$ cat src/rtl/gwpi_pkg.sv
// ----------------------------------------------------------------------------
// gwpi_pkg: shared types and field arithmetic for the word inverse block.
// Holds the GF(2^8) multiply used by the shared multiplier unit.
// ----------------------------------------------------------------------------
`default_nettype none
package gwpi_pkg;

	localparam logic [7:0] FIELD_POLY_LOW = 8'h1B;
	localparam logic [7:0] ONE_BYTE = 8'h01;

	// Sequencer states, one-hot.
	typedef enum logic [4:0] {
		ST_IDLE = 5'b00001,
		ST_SQ   = 5'b00010,
		ST_CUBE = 5'b00100,
		ST_SINV = 5'b01000,
		ST_SCL  = 5'b10000
	} state_t;

	// Product of two field elements, reduced by the AES polynomial.
	function automatic logic [7:0] gf_mul(input logic [7:0] a, input logic [7:0] b);
		logic [7:0] x;
		logic [7:0] r;
		r = 8'h00;
		x = a;
		for (int i = 0; i < 8; i++) begin
			if (b[i]) r = r ^ x;
			x = x[7] ? ({x[6:0], 1'b0} ^ FIELD_POLY_LOW) : {x[6:0], 1'b0};
		end
		return r;
	endfunction

endpackage
`default_nettype wire

$ cat src/rtl/gf256_word_poly_inverse.sv
// ----------------------------------------------------------------------------
// gf256_word_poly_inverse: inverse of a four-byte word modulo x^4+1.
// One shared GF(2^8) multiplier computes b = a^3 * (s^4)^-1, s = a(1).
// Steps in order: square, cube, exponent-ladder and scale products; a word
// with a(1) = 0 skips them and gives a zero result with has_inverse low.
// The block takes no new word until its output beat is taken (in_stall stays
// high from acceptance until the beat is taken), so an output stall holds off
// the next word. Reset clears the sequencer, output valid and all registers.
// ----------------------------------------------------------------------------
`default_nettype none
module gf256_word_poly_inverse (
	input  wire logic       clk,
	input  wire logic       arst_n,
	input  wire logic       in_valid,
	output logic            in_stall,
	input  wire logic [7:0] coef_x3,
	input  wire logic [7:0] coef_x2,
	input  wire logic [7:0] coef_x1,
	input  wire logic [7:0] coef_x0,
	output logic            out_valid,
	input  wire logic       out_stall,
	output logic [7:0]      inv_x3,
	output logic [7:0]      inv_x2,
	output logic [7:0]      inv_x1,
	output logic [7:0]      inv_x0,
	output logic            has_inverse
);

	gwpi_pkg::state_t state_q;
	logic [7:0] a_q [4];
	logic [7:0] sq_q [4];
	logic [7:0] cube_q [4];
	logic [7:0] acc_q;
	logic [7:0] s_q;
	logic [7:0] p_q;
	logic [3:0] cnt_q;
	logic       busy_q;

	logic [7:0] op_a;
	logic [7:0] op_b;
	logic [7:0] prod;
	logic [1:0] k_idx;
	logic [1:0] i_idx;
	logic [1:0] j_idx;
	logic [7:0] s_in;

	assign k_idx = cnt_q[3:2];
	assign i_idx = cnt_q[1:0];
	assign j_idx = k_idx - i_idx;
	assign s_in = coef_x3 ^ coef_x2 ^ coef_x1 ^ coef_x0;
	assign in_stall = busy_q;

	// Operand selection for the shared multiplier.
	always_comb begin
		op_a = 8'h00;
		op_b = 8'h00;
		case (state_q)
			gwpi_pkg::ST_SQ: begin
				op_a = a_q[i_idx];
				op_b = a_q[j_idx];
			end
			gwpi_pkg::ST_CUBE: begin
				op_a = sq_q[i_idx];
				op_b = a_q[j_idx];
			end
			gwpi_pkg::ST_SINV: begin
				// Ladder for s^-4: alternate folding p into acc and squaring p.
				op_a = p_q;
				op_b = cnt_q[0] ? p_q : acc_q;
			end
			gwpi_pkg::ST_SCL: begin
				op_a = cube_q[cnt_q[1:0]];
				op_b = acc_q;
			end
			default: begin
				op_a = 8'h00;
				op_b = 8'h00;
			end
		endcase
	end

	assign prod = gwpi_pkg::gf_mul(op_a, op_b);

	// Sequencer and datapath registers.
	always_ff @(posedge clk or negedge arst_n) begin
		if (!arst_n) begin
			state_q     <= gwpi_pkg::ST_IDLE;
			busy_q      <= 1'b0;
			out_valid   <= 1'b0;
			cnt_q       <= '0;
			acc_q       <= 8'h00;
			s_q         <= 8'h00;
			p_q         <= 8'h00;
			inv_x3      <= 8'h00;
			inv_x2      <= 8'h00;
			inv_x1      <= 8'h00;
			inv_x0      <= 8'h00;
			has_inverse <= 1'b0;
			for (int n = 0; n < 4; n++) begin
				a_q[n]    <= 8'h00;
				sq_q[n]   <= 8'h00;
				cube_q[n] <= 8'h00;
			end
		end else begin
			if (out_valid && !out_stall) begin
				out_valid <= 1'b0;
				busy_q    <= 1'b0;
			end
			case (state_q)
				gwpi_pkg::ST_IDLE: begin
					if (in_valid && !busy_q) begin
						busy_q <= 1'b1;
						a_q[3] <= coef_x3;
						a_q[2] <= coef_x2;
						a_q[1] <= coef_x1;
						a_q[0] <= coef_x0;
						s_q    <= s_in;
						acc_q  <= 8'h00;
						cnt_q  <= '0;
						if (s_in == 8'h00) begin
							out_valid   <= 1'b1;
							inv_x3      <= 8'h00;
							inv_x2      <= 8'h00;
							inv_x1      <= 8'h00;
							inv_x0      <= 8'h00;
							has_inverse <= 1'b0;
						end else begin
							state_q <= gwpi_pkg::ST_SQ;
						end
					end
				end
				gwpi_pkg::ST_SQ, gwpi_pkg::ST_CUBE: begin
					if (i_idx == 2'd3) begin
						if (state_q == gwpi_pkg::ST_SQ) sq_q[k_idx] <= acc_q ^ prod;
						else cube_q[k_idx] <= acc_q ^ prod;
						// The ladder after the cube starts with acc holding 1.
						acc_q <= (cnt_q == 4'd15 && state_q == gwpi_pkg::ST_CUBE)
							? gwpi_pkg::ONE_BYTE : 8'h00;
					end else begin
						acc_q <= acc_q ^ prod;
					end
					cnt_q <= cnt_q + 4'd1;
					if (cnt_q == 4'd15) begin
						state_q <= (state_q == gwpi_pkg::ST_SQ) ? gwpi_pkg::ST_CUBE
						                                       : gwpi_pkg::ST_SINV;
						// s starts the ladder.
						p_q <= s_q;
					end
				end
				gwpi_pkg::ST_SINV: begin
					// Even steps fold p into acc, odd steps square p; p runs s..s^128.
					// s^-4 = s^251 takes every power but s^4, skipped at step four.
					if (cnt_q[0]) p_q <= prod;
					else if (cnt_q != 4'd4) acc_q <= prod;
					if (cnt_q == 4'd14) begin
						state_q <= gwpi_pkg::ST_SCL;
						cnt_q   <= '0;
					end else begin
						cnt_q <= cnt_q + 4'd1;
					end
				end
				gwpi_pkg::ST_SCL: begin
					case (cnt_q[1:0])
						2'd0: inv_x0 <= prod;
						2'd1: inv_x1 <= prod;
						2'd2: inv_x2 <= prod;
						default: inv_x3 <= prod;
					endcase
					cnt_q <= cnt_q + 4'd1;
					if (cnt_q[1:0] == 2'd3) begin
						has_inverse <= 1'b1;
						out_valid   <= 1'b1;
						state_q     <= gwpi_pkg::ST_IDLE;
					end
				end
				default: state_q <= gwpi_pkg::ST_IDLE;
			endcase
		end
	end

	// Checks on the sequencer.
	a_busy_stall: assert property (@(posedge clk) disable iff (!arst_n)
		(state_q != gwpi_pkg::ST_IDLE) |-> in_stall)
		else $error("block took a beat while working");
	a_onehot: assert property (@(posedge clk) disable iff (!arst_n)
		$onehot(state_q))
		else $error("sequencer state not one-hot");
	a_noinv_zero: assert property (@(posedge clk) disable iff (!arst_n)
		(out_valid && !has_inverse) |->
		(inv_x0 == 8'h00 && inv_x1 == 8'h00 && inv_x2 == 8'h00 && inv_x3 == 8'h00))
		else $error("nonzero result without inverse");

endmodule
`default_nettype wire
$ cat config.mk
export PLATFORM = sky130hd
export DESIGN_NAME = gf256_word_poly_inverse
export DESIGN_NICKNAME = d
export VERILOG_FILES = /design/src/rtl/gwpi_pkg.sv /design/src/rtl/gf256_word_poly_inverse.sv
export SDC_FILE = /design/constraint.sdc
export NUM_CORES = 1
export LEC_CHECK = 0
export CAP_MARGIN = 25
export CORE_AREA = 2 2 141 177
export DETAILED_ROUTE_END_ITERATION = 8
export DIE_AREA = 0 0 143 179
export DONT_BUFFER_PORTS = 1
export PLACE_DENSITY = 0.59
export SLEW_MARGIN = 20
export SYNTH_ARGS = -nofsm -noshare
export SYNTH_HDL_FRONTEND = slang
export SYNTH_SLANG_ARGS = --single-unit
$ cat constraint.sdc
create_clock -name clk -period 5.3 [get_ports clk]
set_input_delay 0.265 -clock clk [delete_from_list [all_inputs] [get_ports clk]]
set_output_delay 0.265 -clock clk [all_outputs]
set_load 0.1 [all_outputs]
; ---- Word level (Yosys, flattened, before mapping)
; Index checks and enable logic that the tools add are counted.
; Widths: inputs -> output; s select.
[word_totals]
register_bits = 164
in_bits = 36
word_cells = 178
[classes]
addsub = 2
n_lt_le_gt_ge = 4
eq_ne = 24
muxes = 75
n_bitwise = 22
reduce_logical = 27
[ops]
columns = operator, count
row1 = $mux 8, 30
row2 = $xor 8x8->8, 11
row3 = $pmux 8 s2, 5
row4 = $bmux 8 s2, 4
row5 = $bwmux 32, 2
row6 = $mux 5, 12
row7 = $pmux 8 s3, 2
row8 = $pmux 8 s4, 1
row9 = $not 4->4, 7
row10 = $reduce_and 4->1, 6
row11 = $pmux 5 s4, 1
row12 = $ne 2x2->1 const B, 9
row13 = $demux 8 s2, 1
row14 = $mux 4, 3
row15 = $pmux 4 s3, 1
row16 = $mux 1, 11
row17 = $ge 3x3->1 const B, 3
row18 = $not 2->3, 3
row19 = $reduce_and 3->1, 3
row20 = $eq 4x4->1 const B, 2
row21 = $logic_not 8->1, 1
row22 = $ne 2x1->1 const B, 4
row23 = $reduce_bool 3->1, 2
row24 = $reduce_or 3->1, 2
row25 = other kinds (20), 28

; ---- Logic depth before layout (Yosys ltp)
[logic_depth]
word_depth = 24
depth_mapped = 16
mapped_depth_nobuf = 13

; ---- Worst setup path after synthesis
; No wires, ideal clock.
[synth_timing]
path_type = register to register
from = register cnt_q[2]
to = register cube_q[17] (netlist name)
setup_ns = 0.127
arrival_ns = 3.938
path_slack_ns = 1.234
stages_incl_launch_ff = 14
synth_period_minus_slack_ns = 4.066
path_cell_list = dfrtp_1 clkbuf_1 inv_1 ha_1 buf_1 mux4_1 a222oi_1 inv_2 mux2i_1 xnor2_1 mux2_2 xnor3_2 xnor2_4 o21ai_2
[synth_via]
elab_chain_cells = 23
word_cells_on_any_way = 29
[synth_lines]
columns = element, line_no
row1 = start: declaration, gf256_word_poly_inverse.sv:36  ; logic [3:0] cnt_q;
row2 = start signal: assignment, gf256_word_poly_inverse.sv:142  ; cnt_q <= cnt_q + 4'd1;
row3 = start signal: assignment, gf256_word_poly_inverse.sv:159  ; cnt_q <= cnt_q + 4'd1;
row4 = start signal: assignment, gf256_word_poly_inverse.sv:169  ; cnt_q <= cnt_q + 4'd1;
row5 = $sub 2x2->2, gf256_word_poly_inverse.sv:49  ; assign j_idx = k_idx - i_idx;
row6 = $not 2->3 (implied by the code), "gf256_word_poly_inverse.sv:60, gf256_word_poly_inverse.sv:64"
row7 = $bmux 8 s2, "gf256_word_poly_inverse.sv:60, gf256_word_poly_inverse.sv:64"
row8 = $mux 8 (implied by the code) (2 in a row), "gf256_word_poly_inverse.sv:60, gf256_word_poly_inverse.sv:64"
row9 = $pmux 8 s3, gf256_word_poly_inverse.sv:57  ; case (state_q)
row10 = $mux 8, gwpi_pkg.sv:27  ; if (b[i]) r = r ^ x;
row11 = $xor 8x8->8, gwpi_pkg.sv:27
row12 = $mux 8, gwpi_pkg.sv:27
row13 = [... 6 more ...], --
row14 = $xor 8x8->8, gwpi_pkg.sv:27
row15 = $mux 8, gwpi_pkg.sv:27
row16 = $xor 8x8->8, gwpi_pkg.sv:27
row17 = $mux 8, gwpi_pkg.sv:27
row18 = $xor 8x8->8, gwpi_pkg.sv:27
row19 = $mux 8, gwpi_pkg.sv:27
row20 = $xor 8x8->8, gf256_word_poly_inverse.sv:135  ; else cube_q[k_idx] <= acc_q ^ prod;
row21 = $bwmux 32 *, gf256_word_poly_inverse.sv:135
row22 = end signal: indexed assignment, gf256_word_poly_inverse.sv:135
row23 = end: declaration, gf256_word_poly_inverse.sv:32  ; logic [7:0] cube_q [4];
; Every way passes the cells marked *; elsewhere a longest branch is shown, timed or not. The select of a mux whose other input is x is not followed.
; A chain may end at the register's enable or synchronous reset.

; ---- Worst setup path in the final report
[layout_timing]
from = register cnt_q[0]
to = register cube_q[12] (netlist name)
[layout_via]
elab_chain_cells = 23
word_cells_on_any_way = 51
[layout_lines]
columns = element, line_no
row1 = $sub 2x2->2 / $not 2->3 (equally long branches), --
row2 = $not 2->3 (implied by the code) (tied with other cells), "gf256_word_poly_inverse.sv:60, gf256_word_poly_inverse.sv:64"
row3 = $bmux 8 s2 (tied with other cells), "gf256_word_poly_inverse.sv:60, gf256_word_poly_inverse.sv:64"
row4 = $mux 8 (on tied branches), --
row5 = $mux 8 (implied by the code) / $pmux 8 s4 (equally long branches), "gf256_word_poly_inverse.sv:60, gf256_word_poly_inverse.sv:64, gf256_word_poly_inverse.sv:57"
row6 = $pmux 8 s3 / $not 4->4 (equally long branches), --
row7 = $mux 8 / $mux 5 (equally long branches), "gwpi_pkg.sv:27, gwpi_pkg.sv:28"
row8 = $xor 8x8->8 / $not 4->4 (equally long branches), --
row9 = [... 7 more ...], --
row10 = $xor 8x8->8, gwpi_pkg.sv:27
row11 = $mux 8, gwpi_pkg.sv:27
row12 = $xor 8x8->8, gwpi_pkg.sv:27
row13 = $mux 8, gwpi_pkg.sv:27
row14 = $xor 8x8->8, gwpi_pkg.sv:27
row15 = $mux 8, gwpi_pkg.sv:27
row16 = $xor 8x8->8, gf256_word_poly_inverse.sv:135
row17 = $bwmux 32, gf256_word_poly_inverse.sv:135
; Parallel ways exist; a longest one is shown, timed or not. The select of a mux whose other input is x is not followed.

==> impl_metrics.json <==
{
  "hold_violations": 0,
  "synth_edf_count": 0,
  "synth.cell_area_um2": 9463,
  "num_rows": 64,
  "ios": 71,
  "diodes": 0,
  "min_to": "s_q[5]",
  "post-synth-top-count-cell": "dfrtp_1",
  "fin_crit_sh_pct": 83.86,
  "yosysWarnings": 0,
  "p_leak_nw": 4.522,
  "fp.dieH_um": 179,
  "track_usage_pct": 21.16,
  "worstHoldStart": "in_valid",
  "finalSetupViolCount": 0,
  "p_comb_share_pct": 46.9,
  "seqPwrFrac_pct": 32.0,
  "yosysUniqueCellTypes": 62,
  "cts.sinks": 164,
  "wl_um": 25960,
  "ys_ff_latch": 164,
  "antenna_found_initial": 0,
  "switching_power_mw": 2.448,
  "start_util_pct": 39.26,
  "dr.first_iter.drc_count": 544,
  "worstSetupStartpointType": "flop",
  "relSlewSlack_pct": 35.31,
  "wl_met1_um": 11030,
  "async_reset_ff_share_pct": 100.0,
  "holdPathStages": 3,
  "rsz0062_at_grt": "false",
  "total_power_mw": 5.707,
  "min_period_ns": 4.444,
  "crit_type": "reg -> reg",
  "synthTopCellsByCount": "dfrtp_1, nand2_1, xnor2_1",
  "cts_tree": "built",
  "tns_ns": 0,
  "path_clk_slew_ns": 0.07,
  "dr_wl_met2_um": 13010,
  "synthTopCellsByArea": "dfrtp_1, mux4_2, mux2_2",
  "ctsLongestPathBuffers": 2,
  "max_freq_ghz": 0.2250,
  "status": "complete, no violations",
  "syn_nets": 965,
  "synth_largest_area_cell": "dfrtp_1",
  "gp_congestion": 0.8794,
  "drive_gt1_share_pct": 18.29,
  "met3_length_um": 1285,
  "cts_made_buffers": 17,
  "fp.dieW_um": 143,
  "core_area_um2": 24100,
  "clkPwrFrac_pct": 21.1,
  "ant_nets": 0,
  "tightestPinTransition_ns": 0.9669,
  "route.vias.total": 7098,
  "dr.pass1.iters": 5,
  "ctsResizeCount": 0,
  "dpl.hpwl_um": 18550,
  "dpl.cell_count": 1231,
  "yosysSeqAreaShare_pct": 43.38,
  "r2r-end": "cube_q[12]",
  "ff2ff_setup_slack_ns": 0.86,
  "cp.arrival_ns": 4.74,
  "syn_inst": 924,
  "fin_cells": 1298,
  "final_util_pct": 44.81,
  "remaining_drc_errors": 0,
  "power_density_nw_per_um2": 528.4,
  "grt_pass1_vias": 7171,
  "regArea_um2": 4106,
  "grt_pass1_wl_um": 41070,
  "syn_to_final_growth_pct": 14.14,
  "ys.flop_type": "dfrtp_1",
  "max_stage_delay_ns": 0.58,
  "clk_latency_ns": 0.44,
  "wl_per_cell_um": 20.00,
  "hold_class": "in -> reg",
  "nets": 996,
  "via_per_inst": 5.468,
  "slew_viol_final": 0,
  "synth.top_cell.area_share_pct": 43.10,
  "crit_fanout": 12,
  "top_layer_used": "met4",
  "numPortBuffers": 0,
  "ir_worst_vdd_mv": 0.2802,
  "drv_cap": 0,
  "worstPathCellList": "buf_4 -> mux4_2 -> nand3_1 -> nand4_1 -> xnor2_2 -> xor2_1 -> nor2_1 -> xnor3_1 -> xnor2_1 -> xnor2_2 -> xnor2_2 -> o21ai_1",
  "filler_cell_count": 2273,
  "grt_max_degree": 165,
  "critPathBufInv": 1,
  "crit_top_cell": "xnor2_2",
  "slowest_stage": "dfrtp_2",
  "crit_family": "XOR/XNOR gates",
  "grt-ovfl-total": 0,
  "end_kind": "flop",
  "die_area_um2": 25600,
  "fin_skew_ns": 0.01016,
  "avgSynthCellArea_um2": 10.24,
  "cts.htree.levels": 4,
  "crit_required_ns": 5.59,
  "multi_input_area_um2": 5046,
  "rr_worst_depth": 12,
  "p_int_mw": 3.260,
  "cts_root_buf": "clkbuf_16",
  "p_sw_share_pct": 42.89,
  "critical_path.reg2reg.startpoint": "cnt_q[0]"
}
-- worst max-delay path by stage --
| stage | from | to | slack [ns] | depth (start not counted) |
|---|---|---|---|---|
| after detailed placement | cnt_q[0] | cube_q[18] | 0.89 | 12 |
| after CTS | cnt_q[0] | cube_q[12] | 0.87 | 12 |
| after floorplan | cnt_q[2] | cube_q[17] | 1.23 | 13 |
| final | cnt_q[0] | cube_q[12] | 0.86 | 12 |
| after global placement | cnt_q[0] | cube_q[5] | 0.88 | 12 |
| after global routing | cnt_q[0] | cube_q[12] | 0.51 | 12 |
-- through the flow --
step / instance area [µm²] / setup slack (ns) / hold WS (ns)
2_1_floorplan: 9463 / 1.234 / -0.03059
3_3_place_gp: 9851 / 0.8831 / -0.02177
3_5_place_dp: 9858 / 0.8873 / -0.02221
4_1_cts: 10800 / 0.8665 / 0.06413
5_1_grt: 10800 / 0.5077 / 0.09454
6_report: 10800 / 0.8557 / 0.07913
-- per-layer routing --
| layer | GRT usage, % | up-vias |
|---|---|---|
| met5 | 0 | - |
| met4 | 7.261 | 0 |
| met3 | 4.113 | 44 |
| met2 | 35.05 | 211 |
| met1 | 27.81 | 3536 |
| li1 | - | 3307 |
-- what timing repair did --
item | in CTS | in global routing
setup endpoints to repair | 0 | 0
hold endpoints to repair | 198 | 0
hold buffers | 35 | 0
setup buffers | 0 | 0
-- state kept, by name, summed over array words and instances, names as in the netlist --
name and flops:
cnt_q 4, inv_x3 8, state_q 5, cube_q 32, sq_q 32, inv_x1 8
a_q 32, p_q 8, has_inverse 1, acc_q 8, s_q 8, inv_x2 8
inv_x0 8, in_stall 1, out_valid 1
-- tightest hold or removal path: stages --
cell and delay, ns:
nand2b_1 0.06, nor2_1 0.11, a21oi_1 0.04
-- kinds of logic after synthesis --
| family | Yosys count | synth area share (%) |
|---|---|---|
| adders and majority gates | 5 | 0.6611 |
| muxes | 95 | 14.39 |
| and+or+nand+nor | 310 | 14.65 |
| buffers and inverters | 73 | 3.372 |
| AOI/OAI and AO/OA | 178 | 11.75 |
| DFF | 164 | 43.38 |
| xor gates and xnor gates | 99 | 11.79 |
-- layout by cell type, fill, tap and decap left out, drive strengths merged, types with 3 or more instances in the layout --
cell type    instances
dfrtp              163
inv                 22
mux4                27
nor2                53
xor2                18
clkbuf              21
a2111oi              3
o22ai               13
a22o                 6
buf                 29
mux2                55
nand2              151
nor3                12
nor2b               11
a222oi               3
dlygate4sd3         34
xnor2               72
and3                 7
or3                  3
nand4               13
a211oi               3
mux2i               13
o221ai               4
clkinv               8
nand3               42
and2                 7
a21oi               17
nand2b               7
o21ai              112
xnor3                9
a22oi                3
ha                   5
-- power by group through the flow --
stage	Sequential [mW]	Combinational [mW]	Clock (mW)
floorplan	1.73	1.95	0
global placement	1.84	2.60	0
detailed placement	1.84	2.61	0
CTS	1.82	2.67	1.22
global route	1.85	2.90	1.28
finish	1.82	2.68	1.21
-- area by class of cell --
| class | instances | area share [%] |
|---|---|---|
| multi-input combinational | 687 | 46.72 |
| sequential | 164 | 38.02 |
| timing repair buffer | 63 | 5.352 |
| clock buffer | 21 | 4.356 |
| tap | 330 | 3.823 |
| clock inverter | 11 | 0.9615 |
| inverter | 22 | 0.7646 |
(Power assumes the default switching activity.)
